--- src/rtl/core/cau_pkg.sv ---
package cau_pkg;

	localparam int FRAC = 16;
	localparam int QB = 34;
	localparam int NW = 64 + FRAC + 1;
	localparam int QD = 4;
	localparam int QAW = $clog2(QD);

	localparam logic [2:0] FN_ADD = 3'd0;
	localparam logic [2:0] FN_SUB = 3'd1;
	localparam logic [2:0] FN_MUL = 3'd2;
	localparam logic [2:0] FN_DIV = 3'd3;
	localparam logic [2:0] FN_NEG = 3'd4;
	localparam logic [2:0] FN_CNJ = 3'd5;
	localparam logic [2:0] FN_SQR = 3'd6;

	localparam logic signed [65:0] SMAX = 66'sd2147483647;
	localparam logic signed [65:0] SMIN = -66'sd2147483648;

	typedef enum logic [1:0] {
		K_SIMPLE = 2'd0,
		K_MUL    = 2'd1,
		K_DIV    = 2'd2
	} kind_t;

	typedef enum logic [1:0] {
		ST_OK   = 2'd0,
		ST_DIVZ = 2'd1,
		ST_OVF  = 2'd2
	} status_t;

	typedef struct packed {
		kind_t             kind;
		logic [2:0]        func;
		logic signed [31:0] ar;
		logic signed [31:0] ai;
		logic signed [31:0] br;
		logic signed [31:0] bi;
	} item_t;

	typedef struct packed {
		logic full;
		logic empty;
	} qstat_t;

	function automatic logic [32:0] sat66(input logic signed [65:0] v);
		logic [32:0] r;
		if (v > SMAX) begin
			r = {1'b1, 32'h7FFF_FFFF};
		end else if (v < SMIN) begin
			r = {1'b1, 32'h8000_0000};
		end else begin
			r = {1'b0, v[31:0]};
		end
		return r;
	endfunction

endpackage

--- src/rtl/core/cau_front.sv ---
module cau_front import cau_pkg::*; (
	input  logic         clk,
	input  logic         arst_n,
	input  logic         s_tvalid,
	output logic         s_tready,
	input  logic [2:0]   s_tuser,
	input  logic [127:0] s_tdata,
	input  qstat_t       qs,
	output logic         push,
	output item_t        item
);

	logic  f_vld_q;
	item_t item_q;
	item_t nxt;

	always_comb begin
		nxt.func = s_tuser;
		nxt.ar   = s_tdata[31:0];
		nxt.ai   = s_tdata[63:32];
		nxt.br   = s_tdata[95:64];
		nxt.bi   = s_tdata[127:96];
		case (s_tuser)
			FN_MUL: begin
				nxt.kind = K_MUL;
			end
			FN_SQR: begin
				nxt.kind = K_MUL;
				nxt.br   = s_tdata[31:0];
				nxt.bi   = s_tdata[63:32];
			end
			FN_DIV: begin
				nxt.kind = K_DIV;
			end
			default: begin
				nxt.kind = K_SIMPLE;
			end
		endcase
	end

	assign s_tready = !f_vld_q || !qs.full;
	assign push     = f_vld_q && !qs.full;
	assign item     = item_q;

	always_ff @(posedge clk or negedge arst_n) begin
		if (!arst_n) begin
			f_vld_q <= 1'b0;
		end else if (s_tready) begin
			f_vld_q <= s_tvalid;
		end
	end

	always_ff @(posedge clk) begin
		if (s_tready && s_tvalid) begin
			item_q <= nxt;
		end
	end

endmodule

--- config.mk ---
export PLATFORM = sky130hd
export DESIGN_NAME = cau_front
export DESIGN_NICKNAME = d
export VERILOG_FILES = /design/src/rtl/core/cau_pkg.sv /design/src/rtl/core/cau_front.sv
export SDC_FILE = /design/constraint.sdc
export NUM_CORES = 1
export LEC_CHECK = 0
export ABC_AREA = 1
export ABC_CLOCK_PERIOD_IN_PS = 8000
export BUFFER_PORTS_ARGS = -buffer_cell sky130_fd_sc_hd__buf_2
export CELL_PAD_IN_SITES_DETAIL_PLACEMENT = 1
export CELL_PAD_IN_SITES_GLOBAL_PLACEMENT = 1
export CORE_AREA = 2 2 132 134
export CTS_CLUSTER_DIAMETER = 150
export DETAILED_ROUTE_END_ITERATION = 10
export DIE_AREA = 0 0 134 136
export PLACE_DENSITY_LB_ADDON = 0.08
export SYNTH_ARGS = -nofsm -noshare
export SYNTH_HDL_FRONTEND = slang
export SYNTH_SLANG_ARGS = --single-unit
--- constraint.sdc ---
create_clock -name clk -period 8 [get_ports clk]
set_input_delay 2 -clock clk [delete_from_list [all_inputs] [get_ports clk]]
set_output_delay 2 -clock clk [all_outputs]
set_load 0.01 [all_outputs]
==> summary.md <==
| Metric | Value |
|---|---|
| IO Count | 271 |
| Crit-path slowest cell | buf_2 |
| Main combinational cell family by area after synthesis | simple AND/OR/NAND/NOR gates |
| Initial antenna violation count | 2 |
| Fin crit share | 54.49% |
| Area of the die | 18220 um2 |
| Share of cells above drive strength 1 | 47.83% |
| Placer Congestion | 0.7313 |
| Post-Syn Area | 5117 um2 |
| CORE AREA | 16880 um2 |
| Post-synth cell types | 15 |
| Residual DRC count | 0 |
| H-tree depth | 4 |
| Row count | 48 |
| Crit-path leading delay family | buffers and inverters |
| Clock sinks | 134 |
| Final Hold Vio Count | 0 |
| Top_reg_cell synth | edfxtp_1 |
| Worst Hold Class | reg2reg |
| Post-synthesis adder-cell area fraction | 0% |
| Max-slew violations | 0 |
| Post-synth EDFFs | 133 |
| CTS buffer count | 17 |
| First-pass DRT Iterations | 4 |
| Req. time, crit path | 6.00 ns |
| Startpoint types | input pin |
| Die Span X | 134 um |
| Via/cell ratio | 4.625 |
| Maxcap violations | 0 |
| Setup CP Type | in2out |
| Most common cell after layout, fill and taps aside | buf_2 |
| Root buffer cell | clkbuf_16 |
| Largest net degree at the start of global routing | 70 |
| Pwr Total | 1.781 mW |
| Arrival time at the worst endpoint | 2.36 ns |
| Synth Net Count | 500 |
| Hold_ws | 0.5952 ns |
| Setup-failing EPs final | 0 |
| Drt first-iter violations | 233 |
| Post-CTS Setup Bufs | 0 |
| CTS hold repair buffers | 0 |
| Critical Path Max Stage Delay | 0.13 ns |
| Antenna violation net count after detailed routing | 0 |
| Lkg Pwr | 3.231 nW |
| Setup TNS | 0 ns |
| CTS tree | done |
| First-pass GRT wire length | 23230 um |
| Max-slew headroom | 38.77% |
| I/O Buffers | 269 |
| Post-synthesis compound-gate area fraction | 0.09780% |
| Mux contribution to synthesized area | 0% |
| Worst-Skew Late Latency | 0.41 ns |
| Post-synthesis xor/xnor area fraction | 0% |
| Run status | finished clean |
| Average wire per standard cell | 18.00 um |
| Most frequent cells in the layout | 269 x buf_2, 133 x edfxtp_1, 130 x nand2_1, 64 x nand4_1, 17 x clkbuf_16 |
| Resized Gates After CTS | 0 |
| YS warnings | 0 |
| RSZ-0062 raised after global routing | false |
| Clk_skew | 0.009652 ns |
| Post-DP HPWL | 10020 um |
| CP cell instances | buf_2, nor2_1, buf_2 |
| Nets | 767 |
| Synth Area in Simple Gates | 17.80% |
| Max Fclk | 229.4 MHz |
| Post-Syn Instances | 364 |
| Least-Margin Pin Slew | 0.9184 ns |
| Die Span Y | 136 um |
| Crit path max fanout | 3 |
| PwrDens | 246.6 nW/um2 |
| Area Overhead vs Synth | 41.17% |
| Vias | 4024 |
| Overall routing resource usage | 16.95% |
| Flops & latches, synth | 134 |
| CTS clk-pin slew, worst paths | 0.06 ns |
| CP endpoint kind | primary output |
| Final Critical Period | 4.359 ns |
| CP dominant cell by count | buf_2 |
| Fill count | 1871 |
| Via count of the first global-routing pass | 4140 |
| Initial Util | 30.32% |
| Gr ovfl total | 0 |
| Routed WL | 15660 um |
| Async S/R FF share, synth | 0.7463% |
| CTS max path bufs | 2 |
| Peak supply drop | 0.0001259 V |
| Avg Inst Size Synth | 14.06 um2 |
| Buf+Inv Stages, Crit Path | 2 |
| Seq/Total Area, Yosys | 78.53% |
==> through the flow <==
stage,cell area [um2],util [%],std cells,worst slack [ns]
final,7224,42.81,870,3.641
after global routing,7222,42.79,869,3.624
after CTS,7222,42.79,869,3.629
after detailed placement,6634,39.31,837,3.629
after global placement,6634,39.31,837,3.637
after floorplan,5121,-,364,1.695
==> cells by family after synthesis <==
family / count (synthesis)
buffers and inverters: 31
flip-flops: 134
AND/OR/NAND/NOR: 198
AO/OA/AOI/OAI: 1
==> power by group <==
part           leakage, nW  switching (mW)  internal, mW  total (mW)
registers             1.28         0.00960         0.825       0.835
clock network        0.283           0.292         0.485       0.777
logic                 1.67           0.107        0.0627       0.170
==> sequential cells by signal (all words and copies together) (netlist names) <==
| name | count |
|---|---|
| item | 133 |
| f_vld_q | 1 |
==> worst register-to-register path: cells and delay by family (launching register included) <==
family / cells / cell delay, ns
buffers and inverters: 1 / 0.70
DFF: 1 / 0.42
AOI/OAI and AO/OA: 1 / 0.16
==> per-layer routing <==
metal  share of wire (%)  global-route usage (%)
met2                  48                   26.75
met1                  40                   20.04
met4                 2.3                   7.447
met3                  10                   7.606
met5               0.083                       0
==> area by class of cell <==
type / instances / area (um2) / area share, %
multi-input combinational: 199 / 927.1 / 12.83
tap: 225 / 281.5 / 3.897
clock buffer: 17 / 425.4 / 5.888
clock inverter: 15 / 162.7 / 2.251
inverter: 4 / 15.01 / 0.2078
timing repair buffer: 275 / 1391 / 19.26
sequential: 134 / 4019 / 55.63
antenna: 1 / 2.502 / 0.03464
==> cell usage after synthesis, types with 2 or more instances <==
cell type / count / area (um2)
edfxtp_1: 133 / 3994
inv_1: 3 / 11.26
buf_4: 12 / 90.09
nand4_1: 64 / 400.4
nand2_1: 130 / 488.0
buf_1: 2 / 7.510
nor2_1: 2 / 7.510
buf_2: 11 / 55.05
==> worst paths after layout <==
path | cells past startpoint | slack [ns] | start | end
worst min register to register | 2 | 0.60 | f_vld_q | f_vld_q
max in group asynchronous | 1 | 6.56 | arst_n | f_vld_q
worst max register to register | 2 | 6.27 | f_vld_q | item[35]
worst max-delay path | 3 | 3.64 | qs[1] | push
worst min-delay path | 2 | 0.60 | f_vld_q | f_vld_q
min in group asynchronous | 1 | 1.35 | arst_n | f_vld_q
(Power assumes the default switching activity.)
