--- src/rtl/core/cau_pkg.sv ---
package cau_pkg;

	localparam int FRAC = 16;
	localparam int QB = 34;
	localparam int NW = 64 + FRAC + 1;
	localparam int QD = 4;
	localparam int QAW = $clog2(QD);

	localparam logic [2:0] FN_ADD = 3'd0;
	localparam logic [2:0] FN_SUB = 3'd1;
	localparam logic [2:0] FN_MUL = 3'd2;
	localparam logic [2:0] FN_DIV = 3'd3;
	localparam logic [2:0] FN_NEG = 3'd4;
	localparam logic [2:0] FN_CNJ = 3'd5;
	localparam logic [2:0] FN_SQR = 3'd6;

	localparam logic signed [65:0] SMAX = 66'sd2147483647;
	localparam logic signed [65:0] SMIN = -66'sd2147483648;

	typedef enum logic [1:0] {
		K_SIMPLE = 2'd0,
		K_MUL    = 2'd1,
		K_DIV    = 2'd2
	} kind_t;

	typedef enum logic [1:0] {
		ST_OK   = 2'd0,
		ST_DIVZ = 2'd1,
		ST_OVF  = 2'd2
	} status_t;

	typedef struct packed {
		kind_t             kind;
		logic [2:0]        func;
		logic signed [31:0] ar;
		logic signed [31:0] ai;
		logic signed [31:0] br;
		logic signed [31:0] bi;
	} item_t;

	typedef struct packed {
		logic full;
		logic empty;
	} qstat_t;

	function automatic logic [32:0] sat66(input logic signed [65:0] v);
		logic [32:0] r;
		if (v > SMAX) begin
			r = {1'b1, 32'h7FFF_FFFF};
		end else if (v < SMIN) begin
			r = {1'b1, 32'h8000_0000};
		end else begin
			r = {1'b0, v[31:0]};
		end
		return r;
	endfunction

endpackage

--- src/rtl/core/cau_queue.sv ---
module cau_queue import cau_pkg::*; (
	input  logic   clk,
	input  logic   arst_n,
	input  logic   push,
	input  item_t  din,
	input  logic   pop,
	output item_t  dout,
	output qstat_t qs
);

	item_t          mem_q [QD];
	logic [QAW-1:0] wr_ptr_q;
	logic [QAW-1:0] rd_ptr_q;
	logic [QAW:0]   cnt_q;

	assign qs.full  = (cnt_q == (QAW+1)'(QD));
	assign qs.empty = (cnt_q == '0);
	assign dout     = mem_q[rd_ptr_q];

	always_ff @(posedge clk or negedge arst_n) begin
		if (!arst_n) begin
			wr_ptr_q <= '0;
			rd_ptr_q <= '0;
			cnt_q    <= '0;
		end else begin
			if (push) begin
				wr_ptr_q <= wr_ptr_q + 1'b1;
			end
			if (pop) begin
				rd_ptr_q <= rd_ptr_q + 1'b1;
			end
			if (push && !pop) begin
				cnt_q <= cnt_q + 1'b1;
			end else if (pop && !push) begin
				cnt_q <= cnt_q - 1'b1;
			end
		end
	end

	always_ff @(posedge clk) begin
		if (push) begin
			mem_q[wr_ptr_q] <= din;
		end
	end

	a_cnt_bound: assert property (@(posedge clk) disable iff (!arst_n)
		cnt_q <= (QAW+1)'(QD)) else $error("queue count beyond depth");
	a_no_overrun: assert property (@(posedge clk) disable iff (!arst_n)
		push |-> (!qs.full || pop)) else $error("queue written while full");
	a_no_underrun: assert property (@(posedge clk) disable iff (!arst_n)
		pop |-> !qs.empty) else $error("queue read while empty");
	a_pop_count: assert property (@(posedge clk) disable iff (!arst_n)
		(pop && !push) |=> cnt_q == $past(cnt_q) - 1'b1) else $error("queue count slip");

endmodule

--- config.mk ---
export PLATFORM = sky130hd
export DESIGN_NAME = cau_queue
export DESIGN_NICKNAME = d
export VERILOG_FILES = /design/src/rtl/core/cau_pkg.sv /design/src/rtl/core/cau_queue.sv
export SDC_FILE = /design/constraint.sdc
export NUM_CORES = 1
export LEC_CHECK = 0
export BUFFER_PORTS_ARGS = -buffer_cell sky130_fd_sc_hd__buf_4
export CAP_MARGIN = 20
export CELL_PAD_IN_SITES_DETAIL_PLACEMENT = 1
export CELL_PAD_IN_SITES_GLOBAL_PLACEMENT = 1
export CORE_MARGIN = 2
export CORE_UTILIZATION = 40
export DETAILED_ROUTE_END_ITERATION = 8
export GPL_ROUTABILITY_DRIVEN = 0
export PLACE_DENSITY_LB_ADDON = 0.1
export SYNTH_ARGS = -nofsm -noshare
export SYNTH_HDL_FRONTEND = slang
export SYNTH_SLANG_ARGS = --single-unit
--- constraint.sdc ---
create_clock -name clk -period 6.95 [get_ports clk]
set_clock_uncertainty 0.15 [all_clocks]
set_input_delay 0.3475 -clock clk [delete_from_list [all_inputs] [get_ports clk]]
set_output_delay 0.3475 -clock clk [all_outputs]
set_load 0.03 [all_outputs]
==> results.toml <==
[status]
outcome = "completed"

[grt]
antenna_found_initial = 2
grt_overflow = 0
grt_max_degree = 88
grt_pass1_vias = 10500
grt_usage_pct = 16.7
grt_pass1_wl_um = 63400

[timing]
final_max_slew_viol_count = 0
fmax_mhz = 274
grt_setup_unrepaired = "false"
fin_crit_ns = 3.66
max-slew-margin-rel_pct = 35.4
worst_slew_pin_slew_ns = 0.969
setup-violations-final = 0
fin_tns_setup_ns = 0
fin_crit_sh_pct = 52.6
hold_violations = 0

[setup_path]
worstReg2RegStart = "wr_ptr_q[0]"
rrSetupSlack_ns = 4.51
crit_buf_inv = 2
startpoint_type = "flip-flop"
critical_path.slowest_cell = "dfrtp_4"
crit_required_ns = 6.45
cp_max_fo = 43
startpoint = "rd_ptr_q[0]"
worstSetupEndpointType = "output pin"
cpPeakStageDelay_ns = 0.90
cp.arrival_ns = 3.16
cpLargestDelayFamily = "buffers and inverters"
crit_chain = "buf_4, mux4_2, buf_4"
cp_common_cell = "buf_4"
critPathKind = "reg2out"

[power]
vdd_drop_max_uv = 370
p_total_mw = 11.3
powerDensity_mw_per_mm2 = 444
p_leak_nw = 8.75

[hold_path]
holdCritPathClass = "in2reg"
min-delay-start = "din[116]"

[die]
coreArea_mm2 = 0.0485
row_count = 81
dieHeight_um = 225
die_w_um = 225
initial_utilization_pct = 40.3
ios = 272
die_area_mm2 = 0.0507

[place]
placedInstanceArea_mm2 = 0.0223
hpwl_um = 24100
portBuffers = 271

[logic_synthesis]
synth_mux_area_share_pct = 15.4
synthAdderAreaFrac_pct = 0.422
ys_ff_latch = 539
synth-compound-area-share_pct = 0.0256
syn_inst = 729
synth_top_area_share_pct = 81.7
synth_fp_nets = 872
yosysTopAreaCell = "edfxtp_1"
syn_avg_cell_area_um2 = 26.8
ys_types = 19
synthTopCellsByArea = "edfxtp_1, mux4_2, dfrtp_1, buf_2, buf_6"
ys.warnings.count = 0
synth-simple-area-share_pct = 0.250
synth_top_family_by_area = "multiplexers"
seq_area_frac_synth_pct = 82.6
synth_xor_area_share_pct = 0.269
syn_area_mm2 = 0.0196

[flow_run]
cap_violations = 0

[drt]
drc = 0
route.vias.total = 9193
finalWirelength_um = 41300
initialDrtViolationCount = 513
ant_nets = 0
wl_per_cell_um = 22.4
detail_route.first_pass.iterations = 4
via_per_inst = 4.99

[clock_tree]
ctsResizeCount = 0
path_clk_slew_ns = 0.06
insertion_delay_ns = 0.60
cts.sinks = 539
clk_path_buf_depth = 3
cts_root_buf = "clkbuf_16"
cts_tree = "yes"
cts_max_level = 2
cts_buffers = 56

[final_layout]
final.fill_count = 4254
fin_nets = 1318
register_area_mm2 = 0.0162
multi_input_area_mm2 = 0.00321
design_area_mm2 = 0.0255
drive_above_1_share_pct = 41.0
area_growth_pct = 30.2
cells in the final DEF, fill, tap and decap left out, types with 3 or more instances in the layout:
master         count
dfrtp_1            5
inv_1              4
bufinv_16          4
clkbuf_1          13
clkinv_1          11
clkinv_2          10
and2_4             4
inv_6              3
mux4_2           133
clkbuf_16         57
dlygate4sd3_1    137
buf_12             3
ha_1               5
edfxtp_1         532
buf_4            278
xor2_1             4
clkbuf_8           5
timing repair:
| action | CTS | global route |
|---|---|---|
| buffers inserted | 0 | 0 |
| hold endpoints to repair | 543 | 0 |
| hold buffers | 137 | 0 |
through the flow:
step	std cells	worst slack [ns]	util, %	hold slack (ns)
final	1844	3.29	52.4	0.328
after global routing	1844	2.99	52.4	0.322
after CTS	1842	3.11	52.4	0.291
after detailed placement	1602	3.79	45.9	0.0237
after global placement	1602	3.83	45.9	0.0194
after floorplan	729	2.63	-	-0.0981
synthesized netlist by cell type:
| cell | number |
|---|---|
| xnor2_1 | 2 |
| nor2_1 | 1 |
| buf_4 | 1 |
| clkbuf_1 | 6 |
| buf_2 | 16 |
| fa_1 | 1 |
| edfxtp_1 | 532 |
| nand2_1 | 2 |
| buf_6 | 7 |
| and2_1 | 4 |
| nor3_1 | 1 |
| inv_1 | 4 |
| mux4_2 | 133 |
| mux2_2 | 1 |
| nor3b_1 | 1 |
| xor2_1 | 4 |
| ha_1 | 5 |
| o21ai_0 | 1 |
| dfrtp_1 | 7 |
registers in the layout, indices dropped and copies added, names as in the netlist:
name / flops
rd_ptr_q: 2
wr_ptr_q: 2
cnt_q: 3
mem_q: 532
report_power, final:
| part | internal [mW] | total (mW) | switching (mW) |
|---|---|---|---|
| Clock | 1.70 | 2.90 | 1.20 |
| Sequential | 4.26 | 4.51 | 0.251 |
| Combinational | 1.59 | 3.90 | 2.31 |
| Total | 7.55 | 11.3 | 3.76 |
layer usage:
layer  vias to the layer above  global-route usage, %  wire, µm
met5                         -                      0         0
met3                        53                   4.09      2470
met1                      4854                   21.9     17800
met4                         0                   5.36       816
met2                       224                   27.6     20300
li1                       4062                      -         -
cells by family after synthesis:
kind of cell	count (synthesis)
AO/OA/AOI/OAI	1
XOR/XNOR	6
adder cells (fa/ha/maj)	6
buffers and inverters	34
flip-flops	539
multiplexers	134
AND/OR/NAND/NOR	9
worst paths after layout:
kind | cells after the start | to
min in group asynchronous | 3 | rd_ptr_q[1]
worst max-delay path | 3 | dout[70]
worst min-delay path | 2 | mem_q[3][116]
worst max register to register | 4 | mem_q[2][81]
max in group asynchronous | 3 | rd_ptr_q[0]
worst min register to register | 1 | cnt_q[2]
cell type report:
cell class,instances,area share [%]
Sequential cell,539,63.5
Timing Repair Buffer,418,13.8
Multi-Input combinational cell,156,12.6
Clock buffer,75,6.06
Tap cell,622,3.06
Clock inverter,28,0.934
Inverter,4,0.0590
Antenna cell,2,0.0197
No activity file was read; power rests on OpenSTA's default activity.
